$ cat src/albp_pkg.sv
// alarm led and buzzer pattern: shared types and constants
// no dependencies
package albp_pkg;

    // width of the millisecond time base by default
    localparam int TIME_BITS_DEFAULT = 32;

    // configuration register defaults
    localparam logic [15:0] LINK_BLINK_RESET   = 16'd500;
    localparam logic [15:0] ERROR_BLINK_RESET  = 16'd600;
    localparam logic [15:0] CRIT_TOGGLE_RESET  = 16'd300;
    localparam logic [15:0] CHIRP_INTVL_RESET  = 16'd10000;
    localparam logic [15:0] CHIRP_LENGTH_RESET = 16'd80;

    // register indexes on the configuration port
    typedef enum logic [2:0] {
        REG_LINK_BLINK   = 3'd0,
        REG_ERROR_BLINK  = 3'd1,
        REG_CRIT_TOGGLE  = 3'd2,
        REG_CHIRP_INTVL  = 3'd3,
        REG_CHIRP_LENGTH = 3'd4
    } reg_index_t;

    // status codes carried by an update
    localparam logic [1:0] STATUS_NORMAL   = 2'd0;
    localparam logic [1:0] STATUS_WARNING  = 2'd1;
    localparam logic [1:0] STATUS_CRITICAL = 2'd2;
    localparam logic [1:0] STATUS_SENSOR   = 2'd3;

    // alarm mode chosen per update
    typedef enum logic [2:0] {
        MODE_NORMAL   = 3'd0,
        MODE_WARNING  = 3'd1,
        MODE_CRITICAL = 3'd2,
        MODE_SENSOR   = 3'd3,
        MODE_LINKDOWN = 3'd4
    } mode_t;

    // lamp bits: bit0 green, bit1 yellow, bit2 red
    typedef logic [2:0] lamps_t;
    localparam lamps_t LAMP_OFF    = 3'b000;
    localparam lamps_t LAMP_GREEN  = 3'b001;
    localparam lamps_t LAMP_YELLOW = 3'b010;
    localparam lamps_t LAMP_RED    = 3'b100;

endpackage

$ cat src/alarm_led_buzzer_pattern_core.sv
// Path: an accepted word waits in the input register and moves into the result register,
// which drives m_tvalid, when that register is empty or m_tready takes its word.
// Throughput: one word per cycle while m_tready is high; one input register, one result
// register; pattern state (stamps, phase, lamp, buzzer levels) updates once per word.
// Reset: aresetn is synchronous, active low; it clears both valid flags, all pattern
// state to zero and the five period registers to their default values.
module alarm_led_buzzer_pattern_core
    import albp_pkg::*;
#(
    parameter int TIME_BITS = TIME_BITS_DEFAULT
) (
    input  logic        aclk,
    input  logic        aresetn,
    // input stream
    input  logic        s_tvalid,
    output logic        s_tready,
    input  logic [39:0] s_tdata,   // [0] reading_valid, [2:1] status_code, [3] link_up,
                                   // [35:4] now_ms, [39:36] zero
    // result stream
    output logic        m_tvalid,
    input  logic        m_tready,
    output logic [7:0]  m_tdata,   // [0] led_green, [1] led_yellow, [2] led_red,
                                   // [3] buzzer, [7:4] zero
    // configuration port
    input  logic        psel,
    input  logic        penable,
    input  logic        pwrite,
    input  logic [4:0]  paddr,
    input  logic [31:0] pwdata,
    output logic [31:0] prdata,
    output logic        pready
);

    // ---------------------------------------------------------------
    // configuration registers
    // ---------------------------------------------------------------
    logic [15:0] link_blink_reg;
    logic [15:0] error_blink_reg;
    logic [15:0] crit_toggle_reg;
    logic [15:0] chirp_intvl_reg;
    logic [15:0] chirp_length_reg;

    logic       cfg_write;
    reg_index_t cfg_index;

    assign pready    = 1'b1;
    assign cfg_write = psel && penable && pwrite && pready;
    // word addressed registers; low address bits ignored
    assign cfg_index = reg_index_t'(paddr[4:2]);

    always_ff @(posedge aclk) begin
        if (!aresetn) begin
            link_blink_reg   <= LINK_BLINK_RESET;
            error_blink_reg  <= ERROR_BLINK_RESET;
            crit_toggle_reg  <= CRIT_TOGGLE_RESET;
            chirp_intvl_reg  <= CHIRP_INTVL_RESET;
            chirp_length_reg <= CHIRP_LENGTH_RESET;
        end else if (cfg_write) begin
            case (cfg_index)
                REG_LINK_BLINK:   link_blink_reg   <= pwdata[15:0];
                REG_ERROR_BLINK:  error_blink_reg  <= pwdata[15:0];
                REG_CRIT_TOGGLE:  crit_toggle_reg  <= pwdata[15:0];
                REG_CHIRP_INTVL:  chirp_intvl_reg  <= pwdata[15:0];
                REG_CHIRP_LENGTH: chirp_length_reg <= pwdata[15:0];
                default: ;  // addresses past the list are ignored
            endcase
        end
    end

    // read back, unused addresses read zero
    always_comb begin
        case (cfg_index)
            REG_LINK_BLINK:   prdata = {16'd0, link_blink_reg};
            REG_ERROR_BLINK:  prdata = {16'd0, error_blink_reg};
            REG_CRIT_TOGGLE:  prdata = {16'd0, crit_toggle_reg};
            REG_CHIRP_INTVL:  prdata = {16'd0, chirp_intvl_reg};
            REG_CHIRP_LENGTH: prdata = {16'd0, chirp_length_reg};
            default:          prdata = 32'd0;
        endcase
    end

    // ---------------------------------------------------------------
    // input register
    // ---------------------------------------------------------------
    logic        in_valid_reg;
    logic        reading_valid_reg;
    logic [1:0]  status_code_reg;
    logic        link_up_reg;
    logic [31:0] now_ms_reg;

    logic out_valid_reg;
    logic advance;     // input register moves into the result register

    assign advance  = in_valid_reg && (!out_valid_reg || m_tready);
    // the input register frees up in the same cycle its word moves on
    assign s_tready = !in_valid_reg || advance;

    always_ff @(posedge aclk) begin
        if (!aresetn) begin
            in_valid_reg <= 1'b0;
        end else if (s_tready) begin
            in_valid_reg <= s_tvalid;
        end
    end

    always_ff @(posedge aclk) begin
        if (s_tready && s_tvalid) begin
            reading_valid_reg <= s_tdata[0];
            status_code_reg   <= s_tdata[2:1];
            link_up_reg       <= s_tdata[3];
            now_ms_reg        <= s_tdata[35:4];
        end
    end

    // ---------------------------------------------------------------
    // pattern state
    // ---------------------------------------------------------------
    logic [TIME_BITS-1:0] blink_stamp_reg, blink_stamp_next;
    logic [TIME_BITS-1:0] toggle_stamp_reg, toggle_stamp_next;
    logic [TIME_BITS-1:0] chirp_stamp_reg, chirp_stamp_next;
    logic                 blink_phase_reg, blink_phase_next;
    logic                 buzzer_level_reg, buzzer_level_next;
    lamps_t               lamp_levels_reg, lamp_levels_next;
    logic                 chirp_active_reg, chirp_active_next;

    logic [TIME_BITS-1:0] now_w;
    logic [TIME_BITS-1:0] since_blink;
    logic [TIME_BITS-1:0] since_toggle;
    logic [TIME_BITS-1:0] since_chirp;
    mode_t                mode;
    logic                 chirp_end;
    logic                 blink_phase_flip;

    // time base is cut or zero extended to TIME_BITS, then all elapsed
    // times are wrapping differences
    assign now_w        = TIME_BITS'(now_ms_reg);
    assign since_blink  = now_w - blink_stamp_reg;
    assign since_toggle = now_w - toggle_stamp_reg;
    assign since_chirp  = now_w - chirp_stamp_reg;
    assign blink_phase_flip = !blink_phase_reg;

    // mode priority: sensor error, link down, then status code
    always_comb begin
        if (!reading_valid_reg || status_code_reg == STATUS_SENSOR) begin
            mode = MODE_SENSOR;
        end else if (!link_up_reg) begin
            mode = MODE_LINKDOWN;
        end else begin
            case (status_code_reg)
                STATUS_WARNING:  mode = MODE_WARNING;
                STATUS_CRITICAL: mode = MODE_CRITICAL;
                default:         mode = MODE_NORMAL;
            endcase
        end
    end

    // a sounding chirp stops when warning mode is left or its length is up
    assign chirp_end = chirp_active_reg &&
                       (mode != MODE_WARNING ||
                        since_chirp >= TIME_BITS'(chirp_length_reg));

    always_comb begin
        blink_stamp_next  = blink_stamp_reg;
        toggle_stamp_next = toggle_stamp_reg;
        chirp_stamp_next  = chirp_stamp_reg;
        blink_phase_next  = blink_phase_reg;
        lamp_levels_next  = lamp_levels_reg;
        chirp_active_next = chirp_end ? 1'b0 : chirp_active_reg;
        buzzer_level_next = chirp_end ? 1'b0 : buzzer_level_reg;

        case (mode)
            MODE_SENSOR: begin
                // red and buzzer blink together
                if (since_blink >= TIME_BITS'(error_blink_reg)) begin
                    blink_stamp_next  = now_w;
                    blink_phase_next  = blink_phase_flip;
                    lamp_levels_next  = blink_phase_flip ? LAMP_RED : LAMP_OFF;
                    buzzer_level_next = blink_phase_flip;
                end
            end
            MODE_LINKDOWN: begin
                if (since_blink >= TIME_BITS'(link_blink_reg)) begin
                    blink_stamp_next = now_w;
                    blink_phase_next = blink_phase_flip;
                    lamp_levels_next = blink_phase_flip ? LAMP_YELLOW : LAMP_OFF;
                end
                buzzer_level_next = 1'b0;
            end
            MODE_CRITICAL: begin
                lamp_levels_next = LAMP_RED;
                if (since_toggle >= TIME_BITS'(crit_toggle_reg)) begin
                    toggle_stamp_next = now_w;
                    buzzer_level_next = !buzzer_level_next;
                end
            end
            MODE_WARNING: begin
                lamp_levels_next = LAMP_YELLOW;
                if (since_chirp >= TIME_BITS'(chirp_intvl_reg)) begin
                    chirp_stamp_next  = now_w;
                    chirp_active_next = 1'b1;
                    buzzer_level_next = 1'b1;
                end
            end
            default: begin
                lamp_levels_next  = LAMP_GREEN;
                buzzer_level_next = 1'b0;
            end
        endcase
    end

    always_ff @(posedge aclk) begin
        if (!aresetn) begin
            blink_stamp_reg  <= '0;
            toggle_stamp_reg <= '0;
            chirp_stamp_reg  <= '0;
            blink_phase_reg  <= 1'b0;
            buzzer_level_reg <= 1'b0;
            lamp_levels_reg  <= LAMP_OFF;
            chirp_active_reg <= 1'b0;
        end else if (advance) begin
            blink_stamp_reg  <= blink_stamp_next;
            toggle_stamp_reg <= toggle_stamp_next;
            chirp_stamp_reg  <= chirp_stamp_next;
            blink_phase_reg  <= blink_phase_next;
            buzzer_level_reg <= buzzer_level_next;
            lamp_levels_reg  <= lamp_levels_next;
            chirp_active_reg <= chirp_active_next;
        end
    end

    // ---------------------------------------------------------------
    // result register
    // ---------------------------------------------------------------
    logic [3:0] out_data_reg;

    always_ff @(posedge aclk) begin
        if (!aresetn) begin
            out_valid_reg <= 1'b0;
        end else if (advance) begin
            out_valid_reg <= 1'b1;
        end else if (m_tready) begin
            out_valid_reg <= 1'b0;
        end
    end

    always_ff @(posedge aclk) begin
        if (advance) begin
            out_data_reg <= {buzzer_level_next, lamp_levels_next};
        end
    end

    assign m_tvalid = out_valid_reg;
    assign m_tdata  = {4'd0, out_data_reg};

endmodule
$ cat config.mk
export PLATFORM = sky130hd
export DESIGN_NAME = alarm_led_buzzer_pattern_core
export DESIGN_NICKNAME = d
export VERILOG_FILES = /design/src/albp_pkg.sv /design/src/alarm_led_buzzer_pattern_core.sv
export SDC_FILE = /design/constraint.sdc
export NUM_CORES = 1
export LEC_CHECK = 0
export ABC_AREA = 0
export BUFFER_PORTS_ARGS = -buffer_cell sky130_fd_sc_hd__buf_2
export CAP_MARGIN = 20
export CORE_UTILIZATION = 30
export DETAILED_ROUTE_END_ITERATION = 16
export PLACE_DENSITY = 0.41
export SYNTH_ARGS = -nofsm -noshare
export SYNTH_HDL_FRONTEND = slang
export SYNTH_SLANG_ARGS = --single-unit
$ cat constraint.sdc
create_clock -name aclk -period 13.4 [get_ports aclk]
set_input_delay 2.68 -clock aclk [delete_from_list [all_inputs] [get_ports aclk]]
set_output_delay 2.68 -clock aclk [all_outputs]
set_load 0.02 [all_outputs]
## Word level (Yosys, flattened, before mapping)

Cells that the tools add are included.

- Output and inout bits: 43
- Bits of input ports: 84
- Flip-flop bits (word level): 224
- Word-level logic and storage cells: 91

- Add/subtract/negate cells: 3
- Eq/ne operators: 14
- Reduce and logical (&&, ||, !) cells: 25
- Multiplexer cells: 25
- Magnitude comparators: 5

Operators by type and width:

| cell | count |
|---|---|
| $ge A32 B16 Y1 | 5 |
| $sub A32 B32 Y32 | 3 |
| $pmux W16 S5 | 1 |
| $mux W32 | 2 |
| $pmux W32 S2 | 1 |
| $mux W3 | 5 |
| $eq A3 B2 Y1 const B | 4 |
| $pmux W3 S4 | 1 |
| $mux W1 | 11 |
| $reduce_and A2 Y1 | 5 |
| $eq A3 B1 Y1 const B | 2 |
| $eq A3 B3 Y1 const B | 2 |
| $reduce_and A3 Y1 | 2 |
| $logic_and A1 B1 Y1 | 5 |
| $logic_not A1 Y1 | 5 |
| $eq A2 B2 Y1 const B | 2 |
| $logic_or A1 B1 Y1 | 4 |
| $ne A2 B2 Y1 const B | 2 |
| $pmux W2 S2 | 1 |
| $reduce_and A4 Y1 | 1 |
| $reduce_bool A2 Y1 | 2 |
| $logic_not A3 Y1 | 1 |
| $ne A3 B1 Y1 const B | 1 |
| $pmux W1 S3 | 1 |
| other kinds (3) | 3 |

## Depth between registers and ports, before layout

- Depth after elaboration: 11
- Mapped depth: 22
- Mapped depth without buffers: 21

## Worst setup path before layout

No wires, ideal clock.

- Path type: in2out
- From: input port paddr[4]
- To: output port prdata[10]
- Buffers on the path: 2
- Slack: 6.772 ns
- Cell stages on the path: 5
- Required time: 10.720 ns
- Arrival: 3.948 ns
- Cells stage by stage: clkbuf_1 > nor2b_1 > clkbuf_1 > a22oi_1 > o22ai_1

- Longest elaborated chain between the ends: 2
- Elaborated cells on any way between the ends: 6
- Those cells by class: 4 x eq/ne; 1 x mux; 1 x reduce/logical

RTL lines:

| item | RTL line | RTL |
|---|---|---|
| start, declared | alarm_led_buzzer_pattern_core.sv:28 | `input logic [4:0] paddr,` |
| $eq A3 B3 Y1 (tied with other cells) | alarm_led_buzzer_pattern_core.sv:72 | `case (cfg_index)` |
| $pmux W16 S5 * | alarm_led_buzzer_pattern_core.sv:72 |  |
| end, declared | alarm_led_buzzer_pattern_core.sv:30 | `output logic [31:0] prdata,` |

Mark *: on every way between the ends. The rest lies on a longest branch, timed or not.

## Worst setup path after layout

- From: input port paddr[2]
- To: output port prdata[4]

The elaborated chain is that of the path after synthesis.

==> impl_results.md <==
* Status: completed
* Peak supply drop at just under 0.00008 V
* Max Clock Freq at 131 MHz
* Crit Path Class: input pin to primary output
* Post-synth EDFFs at 40
* TritonRoute pass-1 iters at 5
* Vias in the first global route at approximately 15000
* Final hold violation count at 0
* Yosys top cell by area: dfxtp_1
* Initial antenna violation count at 1
* Nets at ~2400
* Sequential share of power at 35.3%
* Fin util at roughly a third
* Slew headroom at 24.0%
* Hold-fix buffers, CTS at 0
* CTS root buf: clkbuf_16
* Mapped cell area at ~17000 um^2
* Commonest register cell after synthesis: dfxtp_1
* Clock slew at reported path FFs at 0.06 ns
* Total number of vias at between 15000 and 20000
* Final ANT Viol Nets at 0
* Worst Path Arrival at 4.98 ns
* Clk_skew at 0.0305 ns
* Tcrit/Tclk final at 57.1%
* CP startpoint: paddr[2]
* Syn avg cell area at around 8 um^2
* Via density at a little over 5
* Clock Power Share at between 40% and 50%
* CTS resizes at 0
* Required time worst endpoint at between 10 and 15 ns
* Net Sw Power at between 0.0006 and 0.0007 W
* Max H-tree Level at 1
* Row count at between 80 and 90
* Residual DRC count at 0
* Max-cap violation count at 0
* Reg-to-reg startpoint: now_ms_reg[0]$_DFFE_PP_
* DR top layer: met4
* Port-buffer cells at between 80 and 90
* Max-slew violation count at 0
* Clock Path Buffers at 3
* CTS tree: yes
* Die Ht at 243 um
* Power Density at approximately 110 nW/um^2
* Starting Density at a little under a third
* CP Capture Type: primary output
* Final setup fails at 0
* Synth top area share at 21.1%
* Synth Instances at around 2200
* Total GRT Usage at a little under a fifth
* Clock Sinks at 224
* Diodes inserted at 0
* Most numerous cell in the Yosys netlist: nand2_1
* Routed wire length at between 50000 and 60000 um
* Area delta synth->final at 11.7%
* Startpoint types: input pin
* Setup repair after global routing missed its margin: no
* LEAKAGE at 7.11 nW
* Layout cells sized above 1 at 8.58%
* DRT iter0 DRCs at between 900 and 1000
* Total CTS buffers at 30
* Register area share after synthesis at between 20% and 30%
* Sw frac at 31.2%
* Wire per inst at 19.4 um
* First-pass GRT wire length at a little under 90000 um
* Pin count of the biggest net entering global routing at about 80
* Metal-1 WL at ~28000 um
* Area occupied by multi-input gates at between 10000 and 15000 um^2
* Post-CTS Setup Repair Bufs at 0
* Commonest cells post-synth: nand2_1 (317), inv_1 (197), dfxtp_1 (184)
* Combinational Power Share at between 20% and 30%
* Worst skew pair latency at approximately 0.61 ns
* Worst min path class: flip-flop to flip-flop
* Synth async-reset ratio at 0%
* Worst-Margin Slew at around 1.1 ns
* Yosys warning total at 0
* Core area at 57600 um^2
* DR WL met3 at 2310 um
* Horiz. Die Dim at about 240 um
* Dpl hpwl at between 40000 and 50000 um
* Met2 WL at approximately 26000 um
* Area contributors post-synth: dfxtp_1 (21%), ha_1 (12%), edfxtp_1 (6.9%)
* Seq cells post-synth at about 220
* Setup TNS at 0 ns
* Register-to-register setup slack at roughly 7.2 ns
* Grt ovf at 0
* Crit path max fanout at 40
* # fillers at between 6000 and 7000
* Die Area at around 59000 um^2
* Dpl cells at 2911
* Io pins at 127
* Worst Hold Launch: blink_stamp_reg[26]$_SDFFE_PN0P_
* Register area at 4880 um^2
* Fin crit period at 7.66 ns
* Final Non-Filler Cells at just under 3000
* Unique masters post-synth at 96
* Int Power at 0.00142 W
* GP Congestion at between 0.8 and 0.9
kinds of logic (layout without fill, tap and decap cells):
logic type | after synthesis | after routing | synth area share (%)
AND/OR/NAND/NOR | 674 | 674 | 18.8
AO/OA/AOI/OAI | 590 | 590 | 23.2
buffers and inverters | 323 | 349 | 7.91
flip-flops | 224 | 224 | 28.0
adder cells (fa/ha/maj) | 176 | 176 | 12.7
multiplexers | 108 | 108 | 6.28
XOR/XNOR | 61 | 61 | 3.06
other | 2 | 21 | 0.0430
metrics by stage:
step | setup WS (ns) | hold slack, ns | power [W] | instance area, um^2
floorplan | 6.77 | 0.435 | 0.00106 | 17500
CTS | 5.80 | 0.458 | 0.00209 | 19500
global placement | 5.83 | 0.442 | 0.00119 | 18400
detailed placement | 5.80 | 0.447 | 0.00119 | 18400
finish | 5.74 | 0.456 | 0.00206 | 19500
global route | 5.68 | 0.474 | 0.00217 | 19500
area by class of cell:
class	count	area share (%)
flip-flops and latches	224	25.0
well taps	765	4.91
multi-input cells	1630	57.9
repair buffers	96	2.73
clock buffers	39	4.34
inverters	197	3.79
clock inverters	17	1.31
power groups by stage:
stage | Combinational, W | Sequential (W) | Clock, W
6_report | 0.000447 | 0.000727 | 0.000887
2_1_floorplan | 0.000327 | 0.000730 | 0
3_5_place_dp | 0.000446 | 0.000742 | 0
3_3_place_gp | 0.000444 | 0.000742 | 0
4_1_cts | 0.000449 | 0.000727 | 0.000918
5_1_grt | 0.000500 | 0.000729 | 0.000944
worst max-delay path: stages:
cell,delay (ns)
buf_2,0.57
nor2b_1,0.67
buf_4,0.30
a22oi_1,0.10
o22ai_1,0.39
buf_2,0.26
per-layer routing:
layer  global-route usage, %  vias up
li1                        -     7665
met2                    31.0      302
met3                    2.09       65
met1                    26.9     7285
met5                       0        -
met4                    4.75        0
worst paths after layout:
check | end | cells past startpoint
max | prdata[4] | 6
min | blink_stamp_reg[26]$_SDFFE_PN0P_ | 2
max reg2reg | toggle_stamp_reg[1]$_SDFFE_PN0P_ | 22
min reg2reg | blink_stamp_reg[26]$_SDFFE_PN0P_ | 2
placed cells by master (no fill, tap or decap), types with 33 or more instances in the layout:
| cell type | n |
|---|---|
| edfxtp_1 | 40 |
| mux2i_1 | 105 |
| nand2_1 | 317 |
| buf_2 | 82 |
| nor2_1 | 72 |
| ha_1 | 173 |
| o21ai_0 | 87 |
| a21o_1 | 54 |
| inv_1 | 197 |
| a21boi_0 | 64 |
| nor2b_1 | 82 |
| dfxtp_1 | 184 |
| o211ai_1 | 33 |
| a21oi_1 | 122 |
No activity file was read; power rests on OpenSTA's default activity.
